--- config.mk ---
export PLATFORM = sky130hd
export DESIGN_NAME = days_between_dates
export DESIGN_NICKNAME = d
export VERILOG_FILES = /design/src/design/dbd_pkg.sv /design/src/design/days_between_dates.sv
export SDC_FILE = /design/constraint.sdc
export NUM_CORES = 1
export LEC_CHECK = 0
export CAP_MARGIN = 20
export CORE_UTILIZATION = 55
export CTS_BUF_LIST = sky130_fd_sc_hd__clkbuf_8
export DETAILED_ROUTE_END_ITERATION = 8
export DONT_BUFFER_PORTS = 1
export PLACE_DENSITY = 0.82
export SLEW_MARGIN = 20
export SYNTH_ARGS = -nofsm -noshare
export SYNTH_HDL_FRONTEND = slang
export SYNTH_SLANG_ARGS = --single-unit
--- constraint.sdc ---
create_clock -name clk -period 8.52 [get_ports clk]
set_input_delay 1.278 -clock clk [delete_from_list [all_inputs] [get_ports clk]]
set_output_delay 1.278 -clock clk [all_outputs]
set_load 0.01 [all_outputs]
--- src/design/dbd_pkg.sv ---
`timescale 1ns / 1ps
`default_nettype none
// ----------------------------------------------------------------------------
// Days between dates: shared package
// Field widths, reciprocal constants for division by 100, and the calendar
// tables for month lengths and days before each month.
// ----------------------------------------------------------------------------
package dbd_pkg;

	localparam int YEAR_W  = 14;
	localparam int MONTH_W = 4;
	localparam int DAY_W   = 5;
	localparam int COUNT_W = 22;

	// Largest year that is kept; larger years saturate here.
	localparam logic [YEAR_W-1:0] YEAR_MAX = 14'd9999;

	// floor(x / 100) = (x * RECIP_100) >> RECIP_SHIFT for every x below 2^14.
	localparam int MUL_B_W = 13;
	localparam logic [MUL_B_W-1:0] RECIP_100   = 13'd5243;
	localparam int                 RECIP_SHIFT = 19;
	localparam logic [MUL_B_W-1:0] DAYS_YEAR   = 13'd365;
	localparam int PROD_W = YEAR_W + MUL_B_W;
	localparam int QUOT_W = 7;

	localparam logic [MONTH_W-1:0] MONTH_JAN = 4'd1;
	localparam logic [MONTH_W-1:0] MONTH_FEB = 4'd2;
	localparam logic [MONTH_W-1:0] MONTH_DEC = 4'd12;

	// Length of a month in days, February following the leap flag.
	function automatic logic [DAY_W-1:0] month_len(input logic [MONTH_W-1:0] m,
			input logic leap);
		logic [DAY_W-1:0] len;
		case (m)
			4'd2:                       len = leap ? 5'd29 : 5'd28;
			4'd4, 4'd6, 4'd9, 4'd11:    len = 5'd30;
			default:                    len = 5'd31;
		endcase
		return len;
	endfunction

	// Days in the months ahead of month m in a common year.
	function automatic logic [8:0] days_before(input logic [MONTH_W-1:0] m);
		logic [8:0] n;
		case (m)
			4'd2:    n = 9'd31;
			4'd3:    n = 9'd59;
			4'd4:    n = 9'd90;
			4'd5:    n = 9'd120;
			4'd6:    n = 9'd151;
			4'd7:    n = 9'd181;
			4'd8:    n = 9'd212;
			4'd9:    n = 9'd243;
			4'd10:   n = 9'd273;
			4'd11:   n = 9'd304;
			4'd12:   n = 9'd334;
			default: n = 9'd0;
		endcase
		return n;
	endfunction

endpackage
`default_nettype wire

--- src/design/days_between_dates.sv ---
`timescale 1ns / 1ps
`default_nettype none
// An accepted input transaction reaches out_valid through the RUN steps of both
// dates and the DIFF state. The single shared multiplier runs six steps for each
// of the two dates, DIFF forms the difference, waiting while the output register
// is full, and IDLE takes the next transaction; no new input is taken before then.
// in_ready is low from acceptance until the result moves to the output register.
// Reset (arst_n low) clears the sequencer, out_valid and include_last_day.
// ----------------------------------------------------------------------------
// Days between dates
// Converts two Gregorian dates to serial day numbers with one shared
// multiply-accumulate unit and returns the clamped difference.
// ----------------------------------------------------------------------------
module days_between_dates (
	input  wire logic                          clk,
	input  wire logic                          arst_n,
	// Configuration write channel
	input  wire logic                          cfg_valid,
	output logic                               cfg_ready,
	input  wire logic                          cfg_data,
	// Input channel
	input  wire logic                          in_valid,
	output logic                               in_ready,
	input  wire logic [dbd_pkg::YEAR_W-1:0]    start_year,
	input  wire logic [dbd_pkg::MONTH_W-1:0]   start_month,
	input  wire logic [dbd_pkg::DAY_W-1:0]     start_day,
	input  wire logic [dbd_pkg::YEAR_W-1:0]    end_year,
	input  wire logic [dbd_pkg::MONTH_W-1:0]   end_month,
	input  wire logic [dbd_pkg::DAY_W-1:0]     end_day,
	// Output channel
	output logic                               out_valid,
	input  wire logic                          out_ready,
	output logic [dbd_pkg::COUNT_W-1:0]        day_count
);

	typedef enum logic [1:0] {ST_IDLE, ST_RUN, ST_DIFF} state_t;

	localparam logic [2:0] STEP_LAST = 3'd5;

	state_t                           state_q;
	logic [2:0]                       step_q;
	logic                             date_q;
	logic                             include_last_day_q;
	logic [dbd_pkg::YEAR_W-1:0]       sy_q, ey_q;
	logic [dbd_pkg::MONTH_W-1:0]      sm_q, em_q;
	logic [dbd_pkg::DAY_W-1:0]        sd_q, ed_q;
	logic [dbd_pkg::COUNT_W-1:0]      acc_q, num_a_q, count_q;
	logic [dbd_pkg::QUOT_W-1:0]       c100_q, c400_q;
	logic                             div100_q, div400_q;
	logic                             out_valid_q;

	logic [dbd_pkg::YEAR_W-1:0]       y_cur;
	logic [dbd_pkg::MONTH_W-1:0]      m_cur;
	logic [dbd_pkg::DAY_W-1:0]        d_cur;
	logic [dbd_pkg::YEAR_W-1:0]       mul_a;
	logic [dbd_pkg::MUL_B_W-1:0]      mul_b;
	logic [dbd_pkg::PROD_W-1:0]       prod;
	logic [dbd_pkg::QUOT_W-1:0]       quot;
	logic                             leap;
	logic [dbd_pkg::DAY_W-1:0]        len, d_fix;
	logic [dbd_pkg::COUNT_W-1:0]      tail, num_cur;
	logic [dbd_pkg::COUNT_W:0]        diff;
	logic [dbd_pkg::COUNT_W-1:0]      result;
	logic                             out_free;

	assign cfg_ready = 1'b1;
	assign in_ready  = (state_q == ST_IDLE);
	assign out_valid = out_valid_q;
	assign day_count = count_q;
	assign out_free  = !out_valid_q || out_ready;

	// Operands of the date that is being converted.
	always_comb begin
		y_cur = date_q ? ey_q : sy_q;
		m_cur = date_q ? em_q : sm_q;
		d_cur = date_q ? ed_q : sd_q;
	end

	// Shared multiplier: one product per step, operands chosen by the step.
	always_comb begin
		case (step_q)
			3'd0: begin
				mul_a = y_cur;
				mul_b = dbd_pkg::DAYS_YEAR;
			end
			3'd1: begin
				mul_a = y_cur + 14'd99;
				mul_b = dbd_pkg::RECIP_100;
			end
			3'd2: begin
				mul_a = y_cur;
				mul_b = dbd_pkg::RECIP_100;
			end
			3'd3: begin
				mul_a = (y_cur + 14'd399) >> 2;
				mul_b = dbd_pkg::RECIP_100;
			end
			3'd4: begin
				mul_a = y_cur >> 2;
				mul_b = dbd_pkg::RECIP_100;
			end
			default: begin
				mul_a = '0;
				mul_b = '0;
			end
		endcase
		prod = dbd_pkg::PROD_W'(mul_a) * dbd_pkg::PROD_W'(mul_b);
		quot = prod[dbd_pkg::RECIP_SHIFT +: dbd_pkg::QUOT_W];
	end

	// Final step of a date: leap rule, day clamp, the (y+3)/4 term, the month offset and the day.
	always_comb begin
		leap    = div400_q || ((y_cur[1:0] == 2'b00) && !div100_q);
		len     = dbd_pkg::month_len(m_cur, leap);
		d_fix   = (d_cur == '0) ? 5'd1 : ((d_cur > len) ? len : d_cur);
		tail    = dbd_pkg::COUNT_W'((y_cur + 14'd3) >> 2)
		        + dbd_pkg::COUNT_W'(dbd_pkg::days_before(m_cur))
		        + dbd_pkg::COUNT_W'(leap && (m_cur > dbd_pkg::MONTH_FEB))
		        + dbd_pkg::COUNT_W'(d_fix);
		num_cur = acc_q + tail;
	end

	// Difference of the two day numbers, zero when start is not before end, plus include_last_day.
	always_comb begin
		diff   = {1'b0, acc_q} - {1'b0, num_a_q};
		result = (diff[dbd_pkg::COUNT_W] ? '0 : diff[dbd_pkg::COUNT_W-1:0])
		       + dbd_pkg::COUNT_W'(include_last_day_q);
	end

	// Configuration register.
	always_ff @(posedge clk or negedge arst_n) begin
		if (!arst_n) begin
			include_last_day_q <= 1'b0;
		end else if (cfg_valid && cfg_ready) begin
			include_last_day_q <= cfg_data;
		end
	end

	// Captured dates; year and month are saturated into range at acceptance, the day is clamped later.
	always_ff @(posedge clk) begin
		if (in_valid && in_ready) begin
			sy_q <= (start_year > dbd_pkg::YEAR_MAX) ? dbd_pkg::YEAR_MAX : start_year;
			ey_q <= (end_year > dbd_pkg::YEAR_MAX) ? dbd_pkg::YEAR_MAX : end_year;
			sm_q <= (start_month == '0) ? dbd_pkg::MONTH_JAN :
			        ((start_month > dbd_pkg::MONTH_DEC) ? dbd_pkg::MONTH_DEC : start_month);
			em_q <= (end_month == '0) ? dbd_pkg::MONTH_JAN :
			        ((end_month > dbd_pkg::MONTH_DEC) ? dbd_pkg::MONTH_DEC : end_month);
			sd_q <= start_day;
			ed_q <= end_day;
		end
	end

	// Accumulator and intermediate quotients of the shared unit.
	always_ff @(posedge clk) begin
		if (state_q == ST_RUN) begin
			case (step_q)
				3'd0: acc_q <= prod[dbd_pkg::COUNT_W-1:0];
				3'd1: c100_q <= quot;
				3'd2: begin
					div100_q <= (c100_q == quot);
					acc_q    <= acc_q - dbd_pkg::COUNT_W'(c100_q);
				end
				3'd3: c400_q <= quot;
				3'd4: begin
					div400_q <= (c400_q == quot);
					acc_q    <= acc_q + dbd_pkg::COUNT_W'(c400_q);
				end
				default: begin
					acc_q <= num_cur;
					if (!date_q) begin
						num_a_q <= num_cur;
					end
				end
			endcase
		end
	end

	// Sequencer and output register.
	always_ff @(posedge clk or negedge arst_n) begin
		if (!arst_n) begin
			state_q     <= ST_IDLE;
			step_q      <= '0;
			date_q      <= 1'b0;
			out_valid_q <= 1'b0;
			count_q     <= '0;
		end else begin
			// The output register loads a finished count, else drops a taken one.
			if (state_q == ST_DIFF && out_free) begin
				count_q     <= result;
				out_valid_q <= 1'b1;
			end else if (out_ready) begin
				out_valid_q <= 1'b0;
			end
			case (state_q)
				ST_IDLE: begin
					if (in_valid) begin
						state_q <= ST_RUN;
						step_q  <= '0;
						date_q  <= 1'b0;
					end
				end
				ST_RUN: begin
					if (step_q == STEP_LAST) begin
						step_q <= '0;
						date_q <= 1'b1;
						if (date_q) begin
							state_q <= ST_DIFF;
						end
					end else begin
						step_q <= step_q + 3'd1;
					end
				end
				ST_DIFF: begin
					if (out_free) begin
						state_q <= ST_IDLE;
					end
				end
				default: state_q <= ST_IDLE;
			endcase
		end
	end

	// An accepted transaction keeps the input side busy on the next cycle.
	a_busy_after_accept: assert property (@(posedge clk) disable iff (!arst_n)
		(in_valid && in_ready) |=> !in_ready)
		else $error("input accepted while a conversion was starting");

	// The step counter never runs past the last step of a date.
	a_step_range: assert property (@(posedge clk) disable iff (!arst_n)
		step_q <= STEP_LAST)
		else $error("step counter out of range");

	// A waiting result is never overwritten by the next one.
	a_no_overwrite: assert property (@(posedge clk) disable iff (!arst_n)
		(state_q == ST_DIFF && out_valid_q && !out_ready) |=> (state_q == ST_DIFF))
		else $error("result written over a pending output");

	// Every delivered count lies within the span of the calendar range.
	a_count_range: assert property (@(posedge clk) disable iff (!arst_n)
		$rose(out_valid) |-> (day_count <= 22'd3652426))
		else $error("day count out of range");

endmodule
`default_nettype wire

After elaboration in Yosys (flattened, before gate mapping) --
Memories as Yosys holds them, arrays and structs flattened. Index checks and enable logic that the tools add are counted.
Storage, ports and cells: bits in registers 136, bits in latches 0, memory bits (writable) 0, memory bits (read-only) 144, input port bits 52, word-level logic and storage cells 119, memories 1
Memories:
- (no name shown) | depth 16, width 9, read ports 1, clocked after memory_dff 0, wr ports 0, RTL line dbd_pkg.sv:45 | case (m)
Operators by class: $add $sub $neg 12, $mul 1, divide/modulo/power cells 0, order comparisons 6, eq/ne operators 18, shifts and indexed selects 0, muxes and demuxes 26, bitwise operators 3, reductions and logical operators 32
Operator list (number):
- one-hot mux 22 bit (4 select lines) | 1
- one-hot mux 14 bit (4 select lines) | 1
- > comparator 14 bit (second input constant) | 2
- multiplier 14 x 13 -> 26 bit | 1
- one-hot mux 13 bit (2 select lines) | 1
- subtractor 22 x 22 -> 23 bit | 1
- adder 22 x 1 -> 22 bit | 1
- adder 22 x 16 -> 22 bit | 1
- adder 22 x 7 -> 22 bit | 1
- two-way mux 22 bit | 1
- subtractor 22 x 7 -> 22 bit | 1
- adder 15 x 5 -> 16 bit | 1
- adder 14 x 1 -> 15 bit | 1
- adder 14 x 2 -> 15 bit (second input constant) | 1
- two-way mux 5 bit | 3
- adder 13 x 9 -> 14 bit | 1
- adder 14 x 7 -> 14 bit (second input constant) | 1
- adder 14 x 9 -> 14 bit (second input constant) | 1
- == test 7 bit | 2
- two-way mux 14 bit | 1
- two-way mux 4 bit | 3
- AND reduction 2 bit | 6
- == test 4 x 3 -> 1 bit (second input constant) | 2
- == test 4 bit (second input constant) | 2
- 33 further kinds | 61

Longest topological paths before layout --
depth in word-level cells 12, depth in mapped cells 37, mapped depth without buffers 30

Least setup slack after synthesis --
OpenSTA, ideal clock, no wires.
path type register to register, start point reg date_q, end point reg div400_q, data pin, setup time 0.176 ns, data arrival time 8.648 ns, required time 8.344 ns, setup slack -0.304 ns, cell stages (with the launch flop) 36, path buffers 6, cells stage by stage dfrtp_1 -> buf_4 -> buf_6 -> buf_2 -> buf_2 -> buf_1 -> mux2i_1 -> ha_1 -> clkbuf_1 -> nor4_1 -> nor2_1 -> a211oi_1 -> nor2b_1 -> xnor2_1 -> a221o_1 -> nand2_1 -> inv_1 -> fa_1 -> inv_1 -> fa_1 -> inv_1 -> fa_1 -> fa_1 -> inv_1 -> fa_1 -> inv_1 -> ha_1 -> a21oi_1 -> o21a_1 -> o221a_2 -> and2_0 -> a211oi_1 -> xnor2_1 -> nand3_1 -> or4_1 -> nor4_1
On the way: longest elaborated chain between the ends 5, elaborated cells on any way between the ends 6
Ends and longest elaborated chain:
- start, declared | RTL line days_between_dates.sv:42 | logic date_q;
- start signal, assigned | RTL line days_between_dates.sv:183 | date_q <= 1'b0;
- start signal, assigned | RTL line days_between_dates.sv:199 | date_q <= 1'b0;
- start signal, assigned | RTL line days_between_dates.sv:205 | date_q <= 1'b1;
- two-way mux 14 bit * | RTL line days_between_dates.sv:74 | y_cur = date_q ? ey_q : sy_q;
- adder 14 x 9 -> 14 bit or adder 14 x 7 -> 14 bit (tied branches) | RTL line days_between_dates.sv:95, days_between_dates.sv:87
- one-hot mux 14 bit (4 select lines) * | RTL line days_between_dates.sv:81 | case (step_q)
- multiplier 14 x 13 -> 26 bit * | RTL line days_between_dates.sv:107 | prod = dbd_pkg::PROD_W'(mul_a) * dbd_pkg::PROD_W'(mul_b);
- via prod, one bit | RTL line days_between_dates.sv:57 | logic [dbd_pkg::PROD_W-1:0] prod;
- == test 7 bit * | RTL line days_between_dates.sv:165 | div400_q <= (c400_q == quot);
- end signal, assigned | RTL line days_between_dates.sv:165
- end, declared | RTL line days_between_dates.sv:49 | logic div100_q, div400_q;
The timed path passes the listed nets; every way through them passes the cells marked *. A chain may end at the register's enable or synchronous reset.

Worst setup path after layout --
start point reg date_q, end point reg div400_q, data pin
On the way: longest elaborated chain between the ends 5, elaborated cells on any way between the ends 6
Ends and longest elaborated chain (RTL line):
- two-way mux 14 bit * | days_between_dates.sv:74
- adder 14 x 9 -> 14 bit or adder 14 x 7 -> 14 bit (tied branches) | days_between_dates.sv:95, days_between_dates.sv:87
- one-hot mux 14 bit (4 select lines) * | days_between_dates.sv:81
- multiplier 14 x 13 -> 26 bit * | days_between_dates.sv:107
- == test 7 bit * | days_between_dates.sv:165
Mark *: on every way between the ends. The rest lies on a longest branch, timed or not.

==> metrics.md <==
| Metric | Value |
|---|---|
| Post-DP HPWL | `~33000 um` |
| Antenna Cells | `0` |
| FMAX | `0.1234 GHz` |
| HP Class | `in2async` |
| Slowest CP cell | `fa_1` |
| Yosys reg bits | `around 140` |
| Capturing point of the worst reg2reg path | `div400_q` |
| Vias in the first global route | `around 13000` |
| Reg area | `just under 0.004 mm^2` |
| Post-synth net total | `between 2000 and 2500` |
| CP Class | `reg2reg` |
| Clk_skew | `approximately 0.023 ns` |
| Worst setup SP type | `register` |
| Cell family with most CP delay | `adder cells` |
| Clock Tree Buf Depth | `2` |
| Seq/Total Area, Yosys | `between 20% and 30%` |
| First-pass GRT wire length | `65660 um` |
| Ys Warns | `0` |
| Total length of routed wires | `around 40000 um` |
| Final Core Density | `59.89%` |
| CTS Hold Bufs | `0` |
| Width of the die | `about 170 um` |
| RR Startpoint | `date_q` |
| Slew Viols, Final | `0` |
| Post-Synthesis Cells | `1788` |
| Worst skew pair latency | `between 0.4 and 0.5 ns` |
| DIE AREA | `0.02994 mm^2` |
| Synth Cell Area | `approximately 0.016 mm^2` |
| Drt first pass iters | `5` |
| Fill cells | `approximately 2400` |
| Total CTS buffers | `17` |
| Routed vias | `13150` |
| Die height | `between 150 and 200 um` |
| RSZ-0062 raised after global routing | `false` |
| CTS tree | `done` |
| Starting Density | `between 50% and 60%` |
| Synth top area cells | `edfxtp_1, ha_1, fa_1, inv_1, dfrtp_1` |
| Post-synth EDFFs | `around 110` |
| Post-route DRC | `0` |
| CTS H-tree depth | `4` |
| Status | `finished clean` |
| Clk sink count | `around 140` |
| Async set or reset register ratio after synthesis | `approximately 22%` |
| Distinct cells, synth | `between 90 and 100` |
| Area delta synth->final | `7.115%` |
| Crit path DAT | `around 8.4 ns` |
| Slowest stage delay, CP | `roughly 0.53 ns` |
| Clock-pin slew on the worst setup and hold paths | `0.11 ns` |
| Synth top area share | `approximately 20%` |
| Routed Antenna Nets | `0` |
| Max-cap violations | `0` |
| Remaining global-route overflow | `0` |
| Iteration-0 DRC Markers | `1103` |
| CTS Root Cell | `clkbuf_8` |
| Synth Area per Inst | `between 8 and 9 um^2` |
| Layout Cells excl Fill | `2188` |
| Antenna violations before repair | `0` |
| FF-to-FF setup slack | `~0.41 ns` |
| Overall global routing resource usage | `between 20% and 30%` |
| WHS | `roughly 0.48 ns` |
| Core area | `around 0.029 mm^2` |
| Endpoints failing setup | `0` |
| Inst Count DP | `2156` |
| Relative slew slack | `a little over a quarter` |
| Via density | `~6` |
| Largest net degree at the start of global routing | `47` |
| Wire per inst | `roughly 18 um` |
| Worst slew pin tran | `around 1.1 ns` |
| Final worst path period share | `between 90% and 100%` |
| Cell Rows | `62` |
| R2R depth | `28` |
| Worst path buffer plus inverter count | `5` |
| Final GP Congestion | `slightly below 1` |
| Post-synth top area cell | `edfxtp_1` |
| Post-route minimum period | `8.105 ns` |
| Critical Path RT | `a little under 9 ns` |
| Footprint of the multi-input gates | `0.01104 mm^2` |
| Top FF cell, synth | `edfxtp_1` |
| Setup TNS | `0 ns` |
| Critical Path Fanout Max | `20` |
| I/O pin count | `a little under 80` |
| Worst Setup End Kind | `register` |
| Share of cells above drive strength 1 | `under 10%` |
| Port bufs | `0` |
| Fin nets | `between 2000 and 2500` |
| Final Hold Vio Count | `0` |
-- through the flow --
step | worst slack [ns] | cell area (um^2)
floorplan | 0.03977 | 16110
global placement | 0.3927 | 16660
detailed placement | 0.1045 | 16660
CTS | 0.05090 | 17130
global route | 0.003735 | 17240
finish | 0.4145 | 17240
-- routing by layer --
layer,wire length [um],vias up,GRT usage [%],part of all wire [%]
met1,16500,6227,33.50,41
met2,19160,604,47.58,48
li1,-,6184,-,-
met5,0,-,0,0
met3,2679,132,4.090,6.7
met4,1945,0,12.24,4.8
-- Yosys cell counts (all sizes together), types with 30 or more instances --
| master | number |
|---|---|
| a21oi | 93 |
| clkbuf | 40 |
| dfrtp | 30 |
| edfxtp | 106 |
| fa | 102 |
| ha | 185 |
| inv | 272 |
| mux2i | 30 |
| nand2 | 146 |
| nand2b | 39 |
| nor2 | 117 |
| nor3 | 34 |
| o21ai | 86 |
| xnor2 | 84 |
| xor2 | 44 |
-- area by class of cell --
class	count	share of cell area, %
tap	384	2.788
clock inverter	15	1.379
sequential	136	22.83
clock buffer	17	1.358
inverter	274	5.967
timing repair buffer	36	1.641
multi-input combinational	1326	64.04
-- cells in the final DEF, fill, tap and decap left out, types with 7 or more instances in the layout --
cell,Yosys,final
o22ai_1,16,16
a21boi_0,7,7
o31ai_1,10,8
nor3_1,33,29
mux2_2,11,11
nor2b_1,18,18
fa_1,102,102
a22oi_1,13,13
and3_1,14,14
or2_2,10,10
o21ai_0,83,83
xor2_1,44,44
mux2i_1,27,22
edfxtp_1,106,106
or3_1,11,11
nand3_1,24,24
buf_4,2,35
a21oi_1,92,91
xnor2_1,83,83
clkbuf_8,0,17
o211ai_1,15,15
a31oi_1,17,17
and2_1,18,18
nand2_1,145,145
a211oi_1,17,15
nor2_1,117,117
inv_1,272,273
nor4_1,11,10
a21o_1,20,20
o21a_1,16,16
nand2b_1,39,39
ha_1,185,184
a31o_2,7,7
dfrtp_1,30,29
-- how the worst max path moves through the flow --
stage | startpoint | end | cells after the start
after floorplan | date_q | div400_q | 35
after global placement | date_q | acc_q[21] | 28
after detailed placement | date_q | div400_q | 28
after CTS | date_q | div400_q | 28
after global routing | date_q | div400_q | 29
final | date_q | div400_q | 28
-- registers in the layout (all words and copies together) (netlist names) --
name / cells
acc_q: 22
sy_q: 14
sm_q: 4
c400_q: 7
day_count: 22
date_q: 1
div100_q: 1
div400_q: 1
step_q: 3
em_q: 4
include_last_day_q: 1
ed_q: 5
out_valid: 1
c100_q: 7
num_a_q: 22
sd_q: 5
ey_q: 14
state_q: 2
-- kinds of logic after synthesis --
logic type | Yosys count | synth area share [%]
AO/OA/AOI/OAI | 388 | 16.14
XOR/XNOR | 128 | 7.014
adder cells (fa/ha/maj) | 287 | 27.08
buffers and inverters | 326 | 7.745
flip-flops | 136 | 24.45
multiplexers | 41 | 2.706
other | 1 | 0.02331
AND/OR/NAND/NOR | 481 | 14.85
-- timing repair --
action / 4_1_cts / 5_1_grt
hold endpoints to repair: 0 / 0
resized for setup: 0 / 19
setup buffers: 0 / 0
setup endpoints to repair: 0 / 6
Power is left out: the tool's default activity adds up to more than one toggle a clock period on the data nets, which glitch-free logic cannot reach.
